**config.mk**
```make
export PLATFORM = sky130hd
export DESIGN_NAME = neighbor_table_aging
export DESIGN_NICKNAME = d
export VERILOG_FILES = /design/src/rtl/nta_pkg.sv /design/src/rtl/nta_datapath.sv /design/src/rtl/nta_ctrl.sv /design/src/rtl/neighbor_table_aging.sv
export SDC_FILE = /design/constraint.sdc
export NUM_CORES = 1
export LEC_CHECK = 0
export ABC_CLOCK_PERIOD_IN_PS = 6650
export BUFFER_PORTS_ARGS = -buffer_cell sky130_fd_sc_hd__buf_2
export CORE_MARGIN = 2
export CORE_UTILIZATION = 56
export DETAILED_ROUTE_END_ITERATION = 8
export GPL_TIMING_DRIVEN = 0
export PLACE_DENSITY = 0.74
export REMOVE_ABC_BUFFERS = 1
export SLEW_MARGIN = 20
export SYNTH_ARGS = -nofsm -noshare
export SYNTH_HDL_FRONTEND = slang
export SYNTH_SLANG_ARGS = --single-unit
```
**constraint.sdc**
```tcl
create_clock -name clk -period 6.65 [get_ports clk]
set_clock_uncertainty 0.15 [all_clocks]
set_input_delay 0.9975 -clock clk [delete_from_list [all_inputs] [get_ports clk]]
set_output_delay 0.9975 -clock clk [all_outputs]
set_load 0.005 [all_outputs]
```
**src/rtl/nta_pkg.sv**
```systemverilog
// ----------------------------------------------------------------------------
// Neighbor table aging package
// Shared request and status codes, slot layout and controller interface types.
// ----------------------------------------------------------------------------
package nta_pkg;

    localparam logic [2:0] OP_TICK    = 3'd0;
    localparam logic [2:0] OP_ADD     = 3'd1;
    localparam logic [2:0] OP_REFRESH = 3'd2;
    localparam logic [2:0] OP_DELETE  = 3'd3;
    localparam logic [2:0] OP_LOOKUP  = 3'd4;
    localparam logic [2:0] OP_COUNT   = 3'd5;
    localparam logic [2:0] OP_FIRST   = 3'd6;
    localparam logic [2:0] OP_LIST    = 3'd7;

    localparam logic [1:0] ST_OK        = 2'd0;
    localparam logic [1:0] ST_NOT_FOUND = 2'd1;
    localparam logic [1:0] ST_PRESENT   = 2'd2;
    localparam logic [1:0] ST_FULL      = 2'd3;

    localparam logic [15:0] HOLD_RESET = 16'd105;

    localparam int MAX_RESULTS  = 16;
    localparam int RUN_W        = 5;
    localparam int IN_TDATA_W   = 40;
    localparam int OUT_TDATA_W  = 48;

    typedef struct packed {
        logic [15:0] remaining;
        logic [31:0] address;
        logic [7:0]  iface;
    } slot_t;

    typedef struct packed {
        logic start;
        logic rd_en;
        logic eval_en;
        logic finish;
    } ctl_cmd_t;

    typedef struct packed {
        logic data_valid;
        logic more;
        logic stall;
        logic out_free;
    } dp_sts_t;

endpackage

```
**src/rtl/nta_datapath.sv**
```systemverilog
// ----------------------------------------------------------------------------
// Neighbor table aging datapath
// Slot memory, scan and compaction pointers, accumulators and result register.
// ----------------------------------------------------------------------------
module nta_datapath
    import nta_pkg::*;
#(
    parameter int TABLE_CAPACITY = 16
)
(
    input  logic                   clk,
    input  logic                   rst_n,
    input  logic                   cfg_wr_en,
    input  logic [15:0]            cfg_wr_data,
    input  logic [IN_TDATA_W-1:0]  in_tdata,
    input  logic [2:0]             in_tuser,
    input  ctl_cmd_t               cmd,
    output dp_sts_t                sts,
    output logic                   out_tvalid,
    input  logic                   out_tready,
    output logic [OUT_TDATA_W-1:0] out_tdata,
    output logic                   out_tlast
);

    localparam int IDX_W = (TABLE_CAPACITY > 1) ? $clog2(TABLE_CAPACITY) : 1;
    localparam int CNT_W = $clog2(TABLE_CAPACITY + 1);
    localparam logic [CNT_W-1:0] CAP_CNT = CNT_W'(TABLE_CAPACITY);

    slot_t slot_mem [TABLE_CAPACITY];
    slot_t rd_data_reg;

    logic [15:0]      hold_reg, hold_next;
    logic [CNT_W-1:0] used_reg, used_next;
    logic [CNT_W-1:0] rd_idx_reg, rd_idx_next;
    logic [CNT_W-1:0] wr_idx_reg, wr_idx_next;
    logic [CNT_W-1:0] cnt_reg, cnt_next;
    logic             dv_reg, dv_next;
    logic             found_reg, found_next;
    logic             pend_reg, pend_next;
    logic [RUN_W-1:0] run_reg, run_next;
    logic             out_valid_reg, out_valid_next;

    logic [2:0]  op_reg;
    logic [7:0]  ifc_reg;
    logic [31:0] addr_reg;
    logic [31:0] hit_addr_reg;

    logic [1:0]  out_status_reg;
    logic [7:0]  out_ifc_reg;
    logic [31:0] out_addr_reg;
    logic [4:0]  out_cnt_reg;
    logic        out_last_reg;

    logic             eval;
    logic             match_key;
    logic             match_ifc;
    logic             expire;
    logic             removes;
    logic             writes_back;
    logic             list_hit;
    logic             emit_mid;
    logic             out_free;
    logic             add_write;
    logic             out_load;
    slot_t            scan_wdata;
    logic             mem_we;
    logic [IDX_W-1:0] mem_waddr;
    slot_t            mem_wdata;
    logic [31:0]      cnt_wide;
    logic [1:0]       fin_status;
    logic [7:0]       fin_ifc;
    logic [31:0]      fin_addr;
    logic [4:0]       fin_cnt;

    assign eval      = cmd.eval_en;
    assign match_ifc = (rd_data_reg.iface == ifc_reg);
    assign match_key = match_ifc && (rd_data_reg.address == addr_reg);
    assign expire    = (rd_data_reg.remaining <= 16'd1);
    assign out_free  = !out_valid_reg || out_tready;
    assign cnt_wide  = 32'(cnt_reg);

    always_comb
    begin
        removes     = ((op_reg == OP_TICK) && expire) || ((op_reg == OP_DELETE) && match_key);
        writes_back = (op_reg inside {OP_TICK, OP_REFRESH, OP_DELETE}) && !removes;
        list_hit    = (op_reg == OP_LIST) && match_ifc && (run_reg < RUN_W'(MAX_RESULTS));
        emit_mid    = list_hit && pend_reg;
        scan_wdata  = rd_data_reg;
        if (op_reg == OP_TICK)
        begin
            scan_wdata.remaining = rd_data_reg.remaining - 16'd1;
        end
        else if ((op_reg == OP_REFRESH) && match_key)
        begin
            scan_wdata.remaining = hold_reg;
        end
    end

    assign sts.data_valid = dv_reg;
    assign sts.more       = (rd_idx_reg < used_reg);
    assign sts.stall      = dv_reg && emit_mid && !out_free;
    assign sts.out_free   = out_free;

    assign add_write = cmd.finish && (op_reg == OP_ADD) && !found_reg && (used_reg < CAP_CNT);

    always_comb
    begin
        mem_we    = 1'b0;
        mem_waddr = wr_idx_reg[IDX_W-1:0];
        mem_wdata = scan_wdata;
        if (eval && writes_back)
        begin
            mem_we = 1'b1;
        end
        else if (add_write)
        begin
            mem_we    = 1'b1;
            mem_waddr = used_reg[IDX_W-1:0];
            mem_wdata = '{remaining: hold_reg, address: addr_reg, iface: ifc_reg};
        end
    end

    always_ff @(posedge clk)
    begin
        if (mem_we)
        begin
            slot_mem[mem_waddr] <= mem_wdata;
        end
        if (cmd.rd_en)
        begin
            rd_data_reg <= slot_mem[rd_idx_reg[IDX_W-1:0]];
        end
    end

    always_comb
    begin
        fin_status = ST_OK;
        fin_ifc    = 8'd0;
        fin_addr   = 32'd0;
        fin_cnt    = 5'd0;
        case (op_reg)
            OP_TICK, OP_COUNT:
            begin
                fin_cnt = cnt_wide[4:0];
            end
            OP_ADD:
            begin
                if (found_reg)
                begin
                    fin_status = ST_PRESENT;
                end
                else if (used_reg >= CAP_CNT)
                begin
                    fin_status = ST_FULL;
                end
            end
            OP_REFRESH, OP_DELETE, OP_LOOKUP:
            begin
                fin_status = found_reg ? ST_OK : ST_NOT_FOUND;
            end
            OP_FIRST:
            begin
                if (found_reg)
                begin
                    fin_ifc  = ifc_reg;
                    fin_addr = hit_addr_reg;
                end
                else
                begin
                    fin_status = ST_NOT_FOUND;
                end
            end
            default:
            begin
                if (pend_reg)
                begin
                    fin_ifc  = ifc_reg;
                    fin_addr = hit_addr_reg;
                end
                else
                begin
                    fin_status = ST_NOT_FOUND;
                end
            end
        endcase
    end

    assign out_load = (eval && emit_mid) || cmd.finish;

    always_comb
    begin
        hold_next      = cfg_wr_en ? cfg_wr_data : hold_reg;
        used_next      = used_reg;
        rd_idx_next    = rd_idx_reg;
        wr_idx_next    = wr_idx_reg;
        cnt_next       = cnt_reg;
        found_next     = found_reg;
        pend_next      = pend_reg;
        run_next       = run_reg;
        dv_next        = dv_reg;
        out_valid_next = out_valid_reg;

        if (out_tready)
        begin
            out_valid_next = 1'b0;
        end
        if (out_load)
        begin
            out_valid_next = 1'b1;
        end

        if (cmd.start)
        begin
            rd_idx_next = '0;
            wr_idx_next = '0;
            cnt_next    = '0;
            found_next  = 1'b0;
            pend_next   = 1'b0;
            run_next    = '0;
            dv_next     = 1'b0;
        end
        else
        begin
            if (cmd.rd_en)
            begin
                rd_idx_next = rd_idx_reg + 1'b1;
                dv_next     = 1'b1;
            end
            else if (eval)
            begin
                dv_next = 1'b0;
            end
            if (eval)
            begin
                if (writes_back)
                begin
                    wr_idx_next = wr_idx_reg + 1'b1;
                end
                if (((op_reg == OP_TICK) && removes) || ((op_reg == OP_COUNT) && match_ifc))
                begin
                    cnt_next = cnt_reg + 1'b1;
                end
                if ((op_reg inside {OP_ADD, OP_REFRESH, OP_DELETE, OP_LOOKUP}) && match_key)
                begin
                    found_next = 1'b1;
                end
                if ((op_reg == OP_FIRST) && match_ifc)
                begin
                    found_next = 1'b1;
                end
                if (list_hit)
                begin
                    pend_next = 1'b1;
                    run_next  = run_reg + 1'b1;
                end
            end
            if (cmd.finish)
            begin
                if (add_write)
                begin
                    used_next = used_reg + 1'b1;
                end
                else if (op_reg inside {OP_TICK, OP_REFRESH, OP_DELETE})
                begin
                    used_next = wr_idx_reg;
                end
            end
        end
    end

    always_ff @(posedge clk or negedge rst_n)
    begin
        if (!rst_n)
        begin
            hold_reg      <= HOLD_RESET;
            used_reg      <= '0;
            rd_idx_reg    <= '0;
            wr_idx_reg    <= '0;
            cnt_reg       <= '0;
            found_reg     <= 1'b0;
            pend_reg      <= 1'b0;
            run_reg       <= '0;
            dv_reg        <= 1'b0;
            out_valid_reg <= 1'b0;
        end
        else
        begin
            hold_reg      <= hold_next;
            used_reg      <= used_next;
            rd_idx_reg    <= rd_idx_next;
            wr_idx_reg    <= wr_idx_next;
            cnt_reg       <= cnt_next;
            found_reg     <= found_next;
            pend_reg      <= pend_next;
            run_reg       <= run_next;
            dv_reg        <= dv_next;
            out_valid_reg <= out_valid_next;
        end
    end

    always_ff @(posedge clk)
    begin
        if (cmd.start)
        begin
            op_reg   <= in_tuser;
            ifc_reg  <= in_tdata[7:0];
            addr_reg <= in_tdata[39:8];
        end
        if (eval && (((op_reg == OP_FIRST) && match_ifc && !found_reg) || list_hit))
        begin
            hit_addr_reg <= rd_data_reg.address;
        end
        if (eval && emit_mid)
        begin
            out_status_reg <= ST_OK;
            out_ifc_reg    <= ifc_reg;
            out_addr_reg   <= hit_addr_reg;
            out_cnt_reg    <= 5'd0;
            out_last_reg   <= 1'b0;
        end
        else if (cmd.finish)
        begin
            out_status_reg <= fin_status;
            out_ifc_reg    <= fin_ifc;
            out_addr_reg   <= fin_addr;
            out_cnt_reg    <= fin_cnt;
            out_last_reg   <= 1'b1;
        end
    end

    assign out_tvalid = out_valid_reg;
    assign out_tdata  = {1'b0, out_cnt_reg, out_addr_reg, out_ifc_reg, out_status_reg};
    assign out_tlast  = out_last_reg;

    a_used_bound: assert property (@(posedge clk) disable iff (!rst_n)
        used_reg <= CAP_CNT)
        else $error("Slot count exceeds the table capacity.");

    a_wr_behind: assert property (@(posedge clk) disable iff (!rst_n)
        wr_idx_reg <= rd_idx_reg)
        else $error("Compaction pointer ran ahead of the scan pointer.");

    a_rd_in_range: assert property (@(posedge clk) disable iff (!rst_n)
        cmd.rd_en |-> (rd_idx_reg < used_reg))
        else $error("Scan read beyond the occupied slots.");

    a_no_overwrite: assert property (@(posedge clk) disable iff (!rst_n)
        out_load |-> (!out_valid_reg || out_tready))
        else $error("Result register overwritten before it was taken.");

endmodule

```
**src/rtl/nta_ctrl.sv**
```systemverilog
// ----------------------------------------------------------------------------
// Neighbor table aging controller
// Sequences request capture, the slot scan and the final result.
// ----------------------------------------------------------------------------
module nta_ctrl
    import nta_pkg::*;
(
    input  logic     clk,
    input  logic     rst_n,
    input  logic     in_tvalid,
    output logic     in_tready,
    input  dp_sts_t  sts,
    output ctl_cmd_t cmd
);

    localparam logic [1:0] S_IDLE   = 2'd0;
    localparam logic [1:0] S_SCAN   = 2'd1;
    localparam logic [1:0] S_FINISH = 2'd2;

    logic [1:0] state_reg, state_next;

    always_comb
    begin
        state_next  = state_reg;
        cmd         = '0;
        in_tready   = 1'b0;
        case (state_reg)
            S_IDLE:
            begin
                in_tready = 1'b1;
                if (in_tvalid)
                begin
                    cmd.start  = 1'b1;
                    state_next = S_SCAN;
                end
            end
            S_SCAN:
            begin
                cmd.rd_en   = sts.more && !sts.stall;
                cmd.eval_en = sts.data_valid && !sts.stall;
                if (!sts.more && !sts.stall)
                begin
                    state_next = S_FINISH;
                end
            end
            S_FINISH:
            begin
                if (sts.out_free)
                begin
                    cmd.finish = 1'b1;
                    state_next = S_IDLE;
                end
            end
            default:
            begin
                state_next = S_IDLE;
            end
        endcase
    end

    always_ff @(posedge clk or negedge rst_n)
    begin
        if (!rst_n)
        begin
            state_reg <= S_IDLE;
        end
        else
        begin
            state_reg <= state_next;
        end
    end

endmodule

```
**src/rtl/neighbor_table_aging.sv**
```systemverilog
// ----------------------------------------------------------------------------
// Neighbor table with aging timers
// Insertion-ordered neighbor table with per-entry liveness countdowns.
// The final result of an item is registered once the scan over the used slots is done
// and the result register is free. A new item is accepted only in idle, after the
// previous item's final result is loaded. The scan reads one slot per cycle from the
// slot memory; list results may add stalls.
// Reset: the table is empty and hold_ticks is 105; no clearing pass is needed.
// ----------------------------------------------------------------------------
module neighbor_table_aging
    import nta_pkg::*;
#(
    parameter int TABLE_CAPACITY = 16
)
(
    input  logic                   clk,
    input  logic                   rst_n,
    input  logic                   cfg_wr_en,
    input  logic [15:0]            cfg_wr_data,     // hold_ticks
    input  logic                   s_axis_tvalid,
    output logic                   s_axis_tready,
    input  logic [IN_TDATA_W-1:0]  s_axis_tdata,    // neighbor_interface, neighbor_address
    input  logic [2:0]             s_axis_tuser,    // req_type
    output logic                   m_axis_tvalid,
    input  logic                   m_axis_tready,
    output logic [OUT_TDATA_W-1:0] m_axis_tdata,    // status, entry_interface,
                                                    // entry_address, match_count
    output logic                   m_axis_tlast     // last_of_run
);

    ctl_cmd_t cmd;
    dp_sts_t  sts;

    nta_ctrl u_ctrl
    (
        .clk       (clk),
        .rst_n     (rst_n),
        .in_tvalid (s_axis_tvalid),
        .in_tready (s_axis_tready),
        .sts       (sts),
        .cmd       (cmd)
    );

    nta_datapath #(
        .TABLE_CAPACITY (TABLE_CAPACITY)
    ) u_datapath
    (
        .clk         (clk),
        .rst_n       (rst_n),
        .cfg_wr_en   (cfg_wr_en),
        .cfg_wr_data (cfg_wr_data),
        .in_tdata    (s_axis_tdata),
        .in_tuser    (s_axis_tuser),
        .cmd         (cmd),
        .sts         (sts),
        .out_tvalid  (m_axis_tvalid),
        .out_tready  (m_axis_tready),
        .out_tdata   (m_axis_tdata),
        .out_tlast   (m_axis_tlast)
    );

endmodule
```
**After elaboration in Yosys (flattened, before gate mapping)**

Memories as Yosys holds them, arrays and structs flattened. A register that Yosys moved wholly into a read port is not among the register bits.
Cells that the tools add are included.

- Register bits: 170
- Latch bits: 0
- Bits in writable memories: 896
- Memory bits (read-only): 0
- Input bits: 64
- Memories kept: 1

Memories:

| name | depth | width | read ports | clocked after memory_dff | wr ports | RTL line | RTL |
|---|---|---|---|---|---|---|---|
| u_datapath.slot_mem | 16 | 56 | 1 | 1 | 1 | nta_datapath.sv:29 | `slot_t slot_mem [TABLE_CAPACITY];` |

- Add/subtract/negate cells: 6
- $mul: 0
- Divide/modulo/power cells: 0
- $lt $le $gt $ge: 5
- Eq/ne operators: 14
- Shift operators: 0
- Muxes and demuxes: 61
- Bitwise gates (word level): 1
- Reductions and logical operators: 58

Operators by type and width:

| cell | number |
|---|---|
| $mux 32 | 4 |
| $mux 56 | 2 |
| $mux 5 | 14 |
| $pmux 32 s2 | 1 |
| $eq 32x32->1 | 1 |
| $mux 16 | 2 |
| $mux 8 | 4 |
| $add 5x1->5 const B | 5 |
| $logic_and 1x1->1 | 24 |
| $mux 1 | 23 |
| $le 16x1->1 const B | 1 |
| $pmux 8 s2 | 1 |
| $reduce_bool 2->1 | 8 |
| $sub 16x1->16 const B | 1 |
| $eq 3x3->1 const B | 4 |
| $mux 2 | 6 |
| $pmux 2 s3 | 2 |
| $lt 5x5->1 const B | 2 |
| $reduce_bool 3->1 | 3 |
| $eq 8x8->1 | 1 |
| $mux 4 | 2 |
| $reduce_and 2->1 | 4 |
| $eq 3x2->1 const B | 2 |
| $logic_not 1->1 | 6 |
| other kinds (16) | 22 |

**Logic depth before layout (Yosys ltp)**

Gate-level depths: netlist of run 1.

- Depth in word-level cells: 13
- Gate-level depth with buffers: 10

**By module**

A second synthesis of run 1 with hierarchy kept.

- Cell total of the unflattened synthesis: 2,051
- Area total of the unflattened synthesis: 43,275.3 µm²

Modules (own cells, without submodules):

| module | times used | cells an instance | area each (µm²) |
|---|---|---|---|
| nta_datapath | 1 | 2,039 | 43,148.9 |
| nta_ctrl | 1 | 12 | 126.4 |

**Least setup slack after synthesis of run 1**

No wires, ideal clock.

- Path kind: input to register
- From: input m_axis_tready
- To: register u_datapath.hit_addr_reg[0], enable pin
- Setup time: 594 ps
- Arrival: 6,601 ps
- Data required time: 5,906 ps
- Setup slack: -696 ps
- Stages: 5
- Buffers on the path: 0
- Cells stage by stage: nor2b_1 -> nand3_1 -> nor4_1 -> or2_2 -> a2111oi_0

- Cells in the longest elaborated chain, start to end: 7

RTL lines:

| what | RTL line | RTL |
|---|---|---|
| from (decl) | neighbor_table_aging.sv:25 | `input logic m_axis_tready,` |
| $logic_or 1x1->1 | nta_datapath.sv:79 | `assign out_free = !out_valid_reg \|\| out_tready;` |
| $logic_not 1->1 | nta_datapath.sv:101 | `assign sts.stall = dv_reg && emit_mid && !out_free;` |
| $logic_and 1x1->1 | nta_datapath.sv:101 |  |
| $logic_not 1->1 | nta_ctrl.sv:40 | `cmd.eval_en = sts.data_valid && !sts.stall;` |
| $logic_and 1x1->1 | nta_ctrl.sv:40 |  |
| $mux 2 | nta_ctrl.sv:27 | `case (state_reg)` |
| $logic_and 1x1->1 | nta_datapath.sv:309 | `if (eval && (((op_reg == OP_FIRST) && match_ifc && !found_reg) \|\| list_hit))` |
| to (signal assigned) | nta_datapath.sv:311 | `hit_addr_reg <= rd_data_reg.address;` |
| to (decl) | nta_datapath.sv:46 | `logic [31:0] hit_addr_reg;` |

No other way between the ends.
A chain may end at the register's enable or synchronous reset.

**Final worst setup path of run 1**

- From: register, netlist name u_datapath.rd_data_reg[25]
- To: memory u_datapath.slot_mem[13][38] (netlist name), enable pin

- Cells in the longest elaborated chain, start to end: 10
- Elaborated cells between the ends (all ways): 11
- Those cells by class: eq/ne: 1; mux: 4; reduce/logical: 6

RTL lines:

| what | RTL line | RTL |
|---|---|---|
| $eq 32x32->1 (*) | nta_datapath.sv:77 | `assign match_key = match_ifc && (rd_data_reg.address == addr_reg);` |
| $logic_and 1x1->1 (*) | nta_datapath.sv:77 |  |
| $logic_and 1x1->1 (*) | nta_datapath.sv:84 | `removes = ((op_reg == OP_TICK) && expire) \|\| ((op_reg == OP_DELETE) && match_key);` |
| $logic_or 1x1->1 (*) | nta_datapath.sv:84 |  |
| $logic_not 1->1 (*) | nta_datapath.sv:85 | `writes_back = (op_reg inside {OP_TICK, OP_REFRESH, OP_DELETE}) && !removes;` |
| $logic_and 1x1->1 (*) | nta_datapath.sv:85 |  |
| $logic_and 1x1->1 (*) | nta_datapath.sv:111 | `if (eval && writes_back)` |
| $mux 1 | nta_datapath.sv:111 |  |
| $mux 1 | nta_datapath.sv:125 | `if (mem_we)` |
| $mux 1 (not written as such) | nta_datapath.sv:127 | `slot_mem[mem_waddr] <= mem_wdata;` |
| to (decl) | nta_datapath.sv:29 |  |

Every way passes the cells marked *; elsewhere a longest branch is shown, timed or not.

==> results by group, run 1 <==
Outcome
  • Status: finished clean

Critical path
  • Worst Setup End Kind: flip-flop
  • Type of the worst setup path: flip-flop to flip-flop
  • Crit path cell chain: xor2_1, nor4_1, nand4_1, o31ai_1, a2111oi_4, a41oi_1, nor2_4, buf_16, buf_12, buf_12
  • Slowest cell on crit path: o31ai_1
  • Worst Path Arrival: roughly 6.1 ns
  • Crit Path Max Fanout: 17
  • WP buf/inv: 3
  • Critical Path RT: 6.91 ns
  • Setup crit start kind: flip-flop
  • Crit path from: u_datapath.rd_data_reg[25]
  • R2r startpoint: u_datapath.rd_data_reg[25]
  • Critical path's top delay family: compound AO/OA/AOI/OAI gates
  • Most numerous cell on the critical path: buf_12
  • Largest stage delay on the critical path: 1.04 ns

STA
  • RSZ-0062 raised after global routing: false
  • Max-slew headroom: 20.16%
  • Max Fclk: 170.9 MHz
  • Endpoints failing hold: 0
  • Worst-Margin Slew: about 1.2 ns
  • Max-slew violations: 0
  • Final period demand of the worst path: 5.850 ns
  • Final Cycle Share: around 88%
  • Min Hold Slack: 0.2230 ns
  • Final setup violation count: 0

Layout
  • Area Overhead vs Synth: 17.31%
  • Net count, final: about 2.3k
  • N_diodes: 0
  • Fill count: 4495
  • Non-Filler Instances: 3386
  • Most common cell after layout, fill and taps aside: edfxtp_1
  • Proportion of layout cells with a drive suffix above 1: a little under a third
  • Commonest non-fill, non-tap cells in the layout: edfxtp_1, mux4_2, nand2_1
  • Largest register FFs: roughly 900

Flow run
  • Max-Cap Viols: 0

Global routing
  • Initial antenna violation count: 0
  • Met2 Use GR: 46.09%
  • All-Layer GR Usage: 27.53%
  • Vias in the first global route: 22.73k
  • Global route hottest layer: met2
  • Largest net degree at the start of global routing: 50
  • Met1 GRT Util: about 37%
  • Grt ovf: 0
  • Routing usage on met3: roughly 4.3%
  • Global-route wire length before repair: approximately 150000 um

Placement
  • Port bufs: around 110
  • Routability cong.: 0.7884
  • DP Cell Count: 3181
  • HPWL after DPL: a little over 60000 um

Die
  • Die Y: 281.8 um
  • Core ar.: between 0.07 and 0.08 mm2
  • Initial Util: approximately 57%
  • IO Pins: 115
  • Cell row count: slightly above 100
  • Die width: 281.8 um
  • Die area: a little under 0.08 mm2

Routing
  • Routed len/inst: 31.62 um
  • Post-route ant nets: 0
  • Via count: 22.16k
  • DRT Pass-1 Iters: 6
  • First DRT Iteration DRCs: 2988
  • Total Wirelength: 107100 um
  • DRC viols: 0
  • DR vias/cell: 6.546

Pwr
  • Final Total Pwr: 19550 uW
  • Leakage power: 0.01638 uW
  • Max VDD drop: 0.3195 mV
  • Pwr Density: 385.6 mW/mm2

Clock network
  • Worst-case clock buffer depth: 3
  • Total CTS buffers: 110
  • PostCTS Resize Cnt: 0
  • Hold Buf Count CTS: 0
  • Root buffer cell: clkbuf_16
  • CTS tree: yes
  • CTS clock-pin slew for the worst setup and hold paths: ~0.060 ns
  • Worst-Skew Late Latency: 0.68 ns
  • # H-tree levels: 3
  • Post-CTS Setup Inserts: 0
  • Clk sinks: 1122

Synth
  • Post-synthesis register bit count: 1122
  • Synthesized instance count: 2034
  • Cell variety after synth: a little over 60
  • Synth warnings: 0
  • Cell accounting for the most synthesized area: edfxtp_1
  • Top post-synthesis cells by area: edfxtp_1, mux4_2, dfrtp_1
  • Ys flop type: edfxtp_1
  • Post-synth top area share: 74.13%
  • Avg Cell Area, Syn: 21.25 um2
  • Cell Area, Synth: 0.04322 mm2
  • Post-synthesis sequential area ratio: 77.23%
  • Async SR Flop Fraction: under 10%
  • Post-synth EDFFs: roughly 1.1k

Min path
  • Hold Path Class: input pin to asynchronous set/reset pin
## cell families after synthesis
kind of cell               after synthesis  synth area share [%]
xor gates and xnor gates                52                 1.054
other                                    1              0.008676
muxes                                  305                 15.22
and+or+nand+nor                        345                 3.778
DFF                                   1122                 77.23
AOI/OAI and AO/OA                       82                 1.349
buffers and inverters                  116                 1.042
adders and majority gates               11                0.3184
## final cells by class
cell class / instances / area (um2) / area share, %
Clock buffer: 136 / 2870 / 5.661
Clock inverter: 69 / 770.7 / 1.520
Timing Repair Buffer: 212 / 2708 / 5.340
Inverter: 21 / 88.84 / 0.1752
Tap cell: 1030 / 1289 / 2.542
Multi-Input combinational cell: 796 / 9583 / 18.90
Sequential cell: 1122 / 33400 / 65.86
## per-stage QoR
| stage | area [um2] | setup TNS [ns] | utilization (%) | setup WS (ns) |
|---|---|---|---|---|
| floorplan | 42850 | -452.19 | - | -3.995 |
| global placement | 44710 | -5961.97 | 58.67 | -9.301 |
| detailed placement | 47040 | 0 | 61.73 | 1.222 |
| CTS | 50680 | 0 | 66.51 | 0.9585 |
| global route | 50710 | 0 | 66.54 | 0.8392 |
| finish | 50710 | 0 | 66.54 | 0.8000 |
## worst register-to-register path, stage by stage (launching register included)
cell       delay (ns)
edfxtp_1         0.44
xor2_1           0.21
nor4_1           1.00
nand4_1          0.59
o31ai_1          1.04
a2111oi_4        0.31
a41oi_1          0.94
nor2_4           0.25
buf_16           0.26
buf_12           0.18
buf_12           0.20
## worst paths after layout
check	end	slack, ns	cells after the start
worst min-delay path	u_datapath.hold_reg[4]	0.22	1
min in group clk	u_datapath.out_cnt_reg[2]	0.33	1
worst max-delay path	u_datapath.slot_mem[13][38]	0.80	10
worst min register to register	u_datapath.out_cnt_reg[2]	0.33	1
max in group asynchronous	u_datapath.rd_idx_reg[0]	5.60	1
worst max register to register	u_datapath.slot_mem[13][38]	0.80	10
## per-layer routing
| layer | wire, um | up-vias | share of wire (%) |
|---|---|---|---|
| li1 | - | 8801 | - |
| met1 | 38930 | 11565 | 36 |
| met2 | 54740 | 1486 | 51 |
| met3 | 9164 | 312 | 8.6 |
| met4 | 4235 | 0 | 4.0 |
| met5 | 0 | - | 0 |
## synthesized netlist by cell type (all sizes together) (3+ instances only)
| cell | n |
|---|---|
| edfxtp | 1067 |
| mux4 | 280 |
| nand2 | 159 |
| clkbuf | 70 |
| nor2 | 53 |
| and2 | 45 |
| dfrtp | 43 |
| xor2 | 41 |
| buf | 25 |
| inv | 21 |
| nor3 | 20 |
| mux2 | 17 |
| nor4 | 15 |
| o21ai | 15 |
| a21oi | 13 |
| nand3 | 12 |
| ha | 11 |
| xnor2 | 11 |
| nand2b | 9 |
| a31oi | 8 |
| dfxtp | 8 |
| mux2i | 8 |
| nand4 | 7 |
| o211ai | 6 |
| a22o | 5 |
| or4 | 5 |
| a221o | 4 |
| a221oi | 4 |
| dfstp | 4 |
| nor2b | 4 |
| or2 | 4 |
| or3 | 4 |
| a211o | 3 |
| o31ai | 3 |
| o32ai | 3 |
## report_power, final
part / internal, uW / switching (uW) / total [uW]
sequential: 8970 / 414 / 9380
combinational: 1670 / 2180 / 3850
clock: 3680 / 2630 / 6320
(Power assumes the default switching activity.)
==> inputs of run 2 (changes only) <==
--- a/config.mk
+++ b/config.mk
@@ -7,6 +7,7 @@
 export LEC_CHECK = 0
 export ABC_CLOCK_PERIOD_IN_PS = 6650
 export BUFFER_PORTS_ARGS = -buffer_cell sky130_fd_sc_hd__buf_2
+export CORE_ASPECT_RATIO = 2
 export CORE_MARGIN = 2
 export CORE_UTILIZATION = 56
 export DETAILED_ROUTE_END_ITERATION = 8
==> results by group, run 2 (synthesized netlist as in run 1, its figures left out) <==
Clock network
  • Worst-case clock buffer depth: 3
  • Post-CTS Setup Inserts: 0
  • CTS tree: yes
  • Hold Buf Count CTS: 0
  • PostCTS Resize Cnt: 0
  • Root buffer cell: clkbuf_16
  • Total CTS buffers: 91
  • CTS clock-pin slew for the worst setup and hold paths: 0.07 ns
  • # H-tree levels: 3
  • Clk sinks: ~1.1k
  • Worst-Skew Late Latency: a little under 0.7 ns

Critical path
  • Most numerous cell on the critical path: buf_16
  • WP buf/inv: 3
  • R2r startpoint: u_datapath.rd_data_reg[21]
  • Worst Path Arrival: 5.52 ns
  • Crit path cell chain: xor2_1, nor4_1, nand4_1, o31ai_1, a2111oi_4, a31oi_1, nor2_4, buf_16, buf_16, buf_16
  • Setup crit start kind: flip-flop
  • Critical Path RT: approximately 6.9 ns
  • R2R depth: 10
  • Slowest cell on crit path: nor4_1
  • Worst reg-to-reg setup slack: 1.40 ns
  • Type of the worst setup path: flip-flop to flip-flop
  • Crit Path Max Fanout: 14
  • Critical path's top delay family: compound AO/OA/AOI/OAI gates
  • RR Endpoint: u_datapath.slot_mem[6][55]
  • Worst Setup End Kind: flip-flop
  • Largest stage delay on the critical path: 0.93 ns

Routing
  • Total Wirelength: 107900 um
  • DR vias/cell: 6.559
  • First DRT Iteration DRCs: 2784
  • Post-route ant nets: 0
  • DRT Pass-1 Iters: 5
  • Routed len/inst: 32.30 um
  • DRC viols: 0
  • Via count: 21.92k

Placement
  • Placed Area: 0.04716 mm2
  • Pre-CTS WS: about 1.2 ns
  • HPWL after DPL: 63860 um
  • Port bufs: around 110
  • Routability cong.: roughly 0.82

Layout
  • Largest register FFs: 896
  • Net count, final: 2319
  • Fill count: 4832
  • Commonest non-fill, non-tap cells in the layout: edfxtp_1, mux4_2, nand2_1
  • Area Overhead vs Synth: 16.46%
  • Most common cell after layout, fill and taps aside: edfxtp_1
  • Finished Cell Area: 0.05034 mm2
  • Proportion of layout cells with a drive suffix above 1: roughly 30%
  • N_diodes: 0

Outcome
  • Status: finished clean

Die
  • Initial Util: 56.31%
  • Die Y: 396.9 um
  • Cell row count: 144
  • IO Pins: 115
  • Die area: 0.07956 mm2
  • Die width: about 200 um
  • Core ar.: about 0.077 mm2

Global routing
  • Vias in the first global route: around 23k
  • All-Layer GR Usage: 27.78%
  • Global-route wire length before repair: 157800 um
  • Initial antenna violation count: 2
  • Largest net degree at the start of global routing: 48
  • Grt ovf: 0

STA
  • Final WS setup: 1.397 ns
  • RSZ-0062 raised after global routing: false
  • Max-slew headroom: 26.50%
  • Endpoints failing hold: 0
  • Max-slew violations: 0
  • Final setup violation count: 0
  • Setup TNS: 0 ns
  • Final period demand of the worst path: 5.253 ns
  • Final Cycle Share: 79.00%
  • Max Fclk: approximately 190 MHz
  • Worst-Margin Slew: 1.103 ns

Pwr
  • Pwr Density: 377.7 mW/mm2
  • Max VDD drop: 0.2260 mV
  • Leakage power: 0.01616 uW

Min path
  • Hold Path Class: input pin to asynchronous set/reset pin

Flow run
  • Max-Cap Viols: 0
## run 2: final cells by class
| cell class | instances | area, um2 | area share, % |
|---|---|---|---|
| Clock buffer | 108 | 2405 | 4.777 |
| Multi-Input combinational cell | 796 | 9603 | 19.08 |
| Sequential cell | 1122 | 33400 | 66.35 |
| Inverter | 21 | 88.84 | 0.1765 |
| Timing Repair Buffer | 212 | 2820 | 5.603 |
| Tap cell | 1022 | 1279 | 2.540 |
| Clock inverter | 61 | 744.5 | 1.479 |
## run 2: power breakdown
group	total (uW)	internal [uW]	switching, uW	leakage (uW)
Clock	5730	3190	2530	0.00151
Combinational	3910	1680	2230	0.00435
Sequential	9370	8960	413	0.0103
Total	19000	13800	5180	0.0162
## run 2: per-stage QoR
step	instances	hold WS, ns	util (%)	total power, uW
floorplan	1939	0.2948	-	12600
global placement	3074	0.3003	58.23	13500
CTS	3342	0.2045	65.55	19080
global route	3342	0.2426	65.58	19610
finish	3342	0.2059	65.58	19010
detailed placement	3173	0.3116	61.45	13360
## run 2: routing by layer
| metal | global-route usage (%) | wire length, um | vias to the layer above |
|---|---|---|---|
| li1 | - | - | 8750 |
| met1 | 34.90 | 38180 | 11483 |
| met2 | 46.97 | 55810 | 1379 |
| met3 | 5.511 | 9112 | 305 |
| met4 | 13.03 | 4825 | 4 |
| met5 | 0 | 16 | - |
## run 2: how the worst max path moves through the flow
stage,startpoint,end,slack (ns),depth (start not counted)
after CTS,u_datapath.rd_data_reg[13],u_datapath.slot_mem[13][40],1.08,10
final,u_datapath.rd_data_reg[21],u_datapath.slot_mem[6][55],1.40,10
after global placement,m_axis_tready,u_datapath.hit_addr_reg[15],-9.05,6
after global routing,u_datapath.rd_data_reg[21],u_datapath.slot_mem[6][55],1.32,10
after floorplan,u_datapath.rd_idx_reg[0],u_datapath.rd_idx_reg[3],-4.00,9
after detailed placement,u_datapath.rd_data_reg[21],u_datapath.slot_mem[13][18],1.15,10
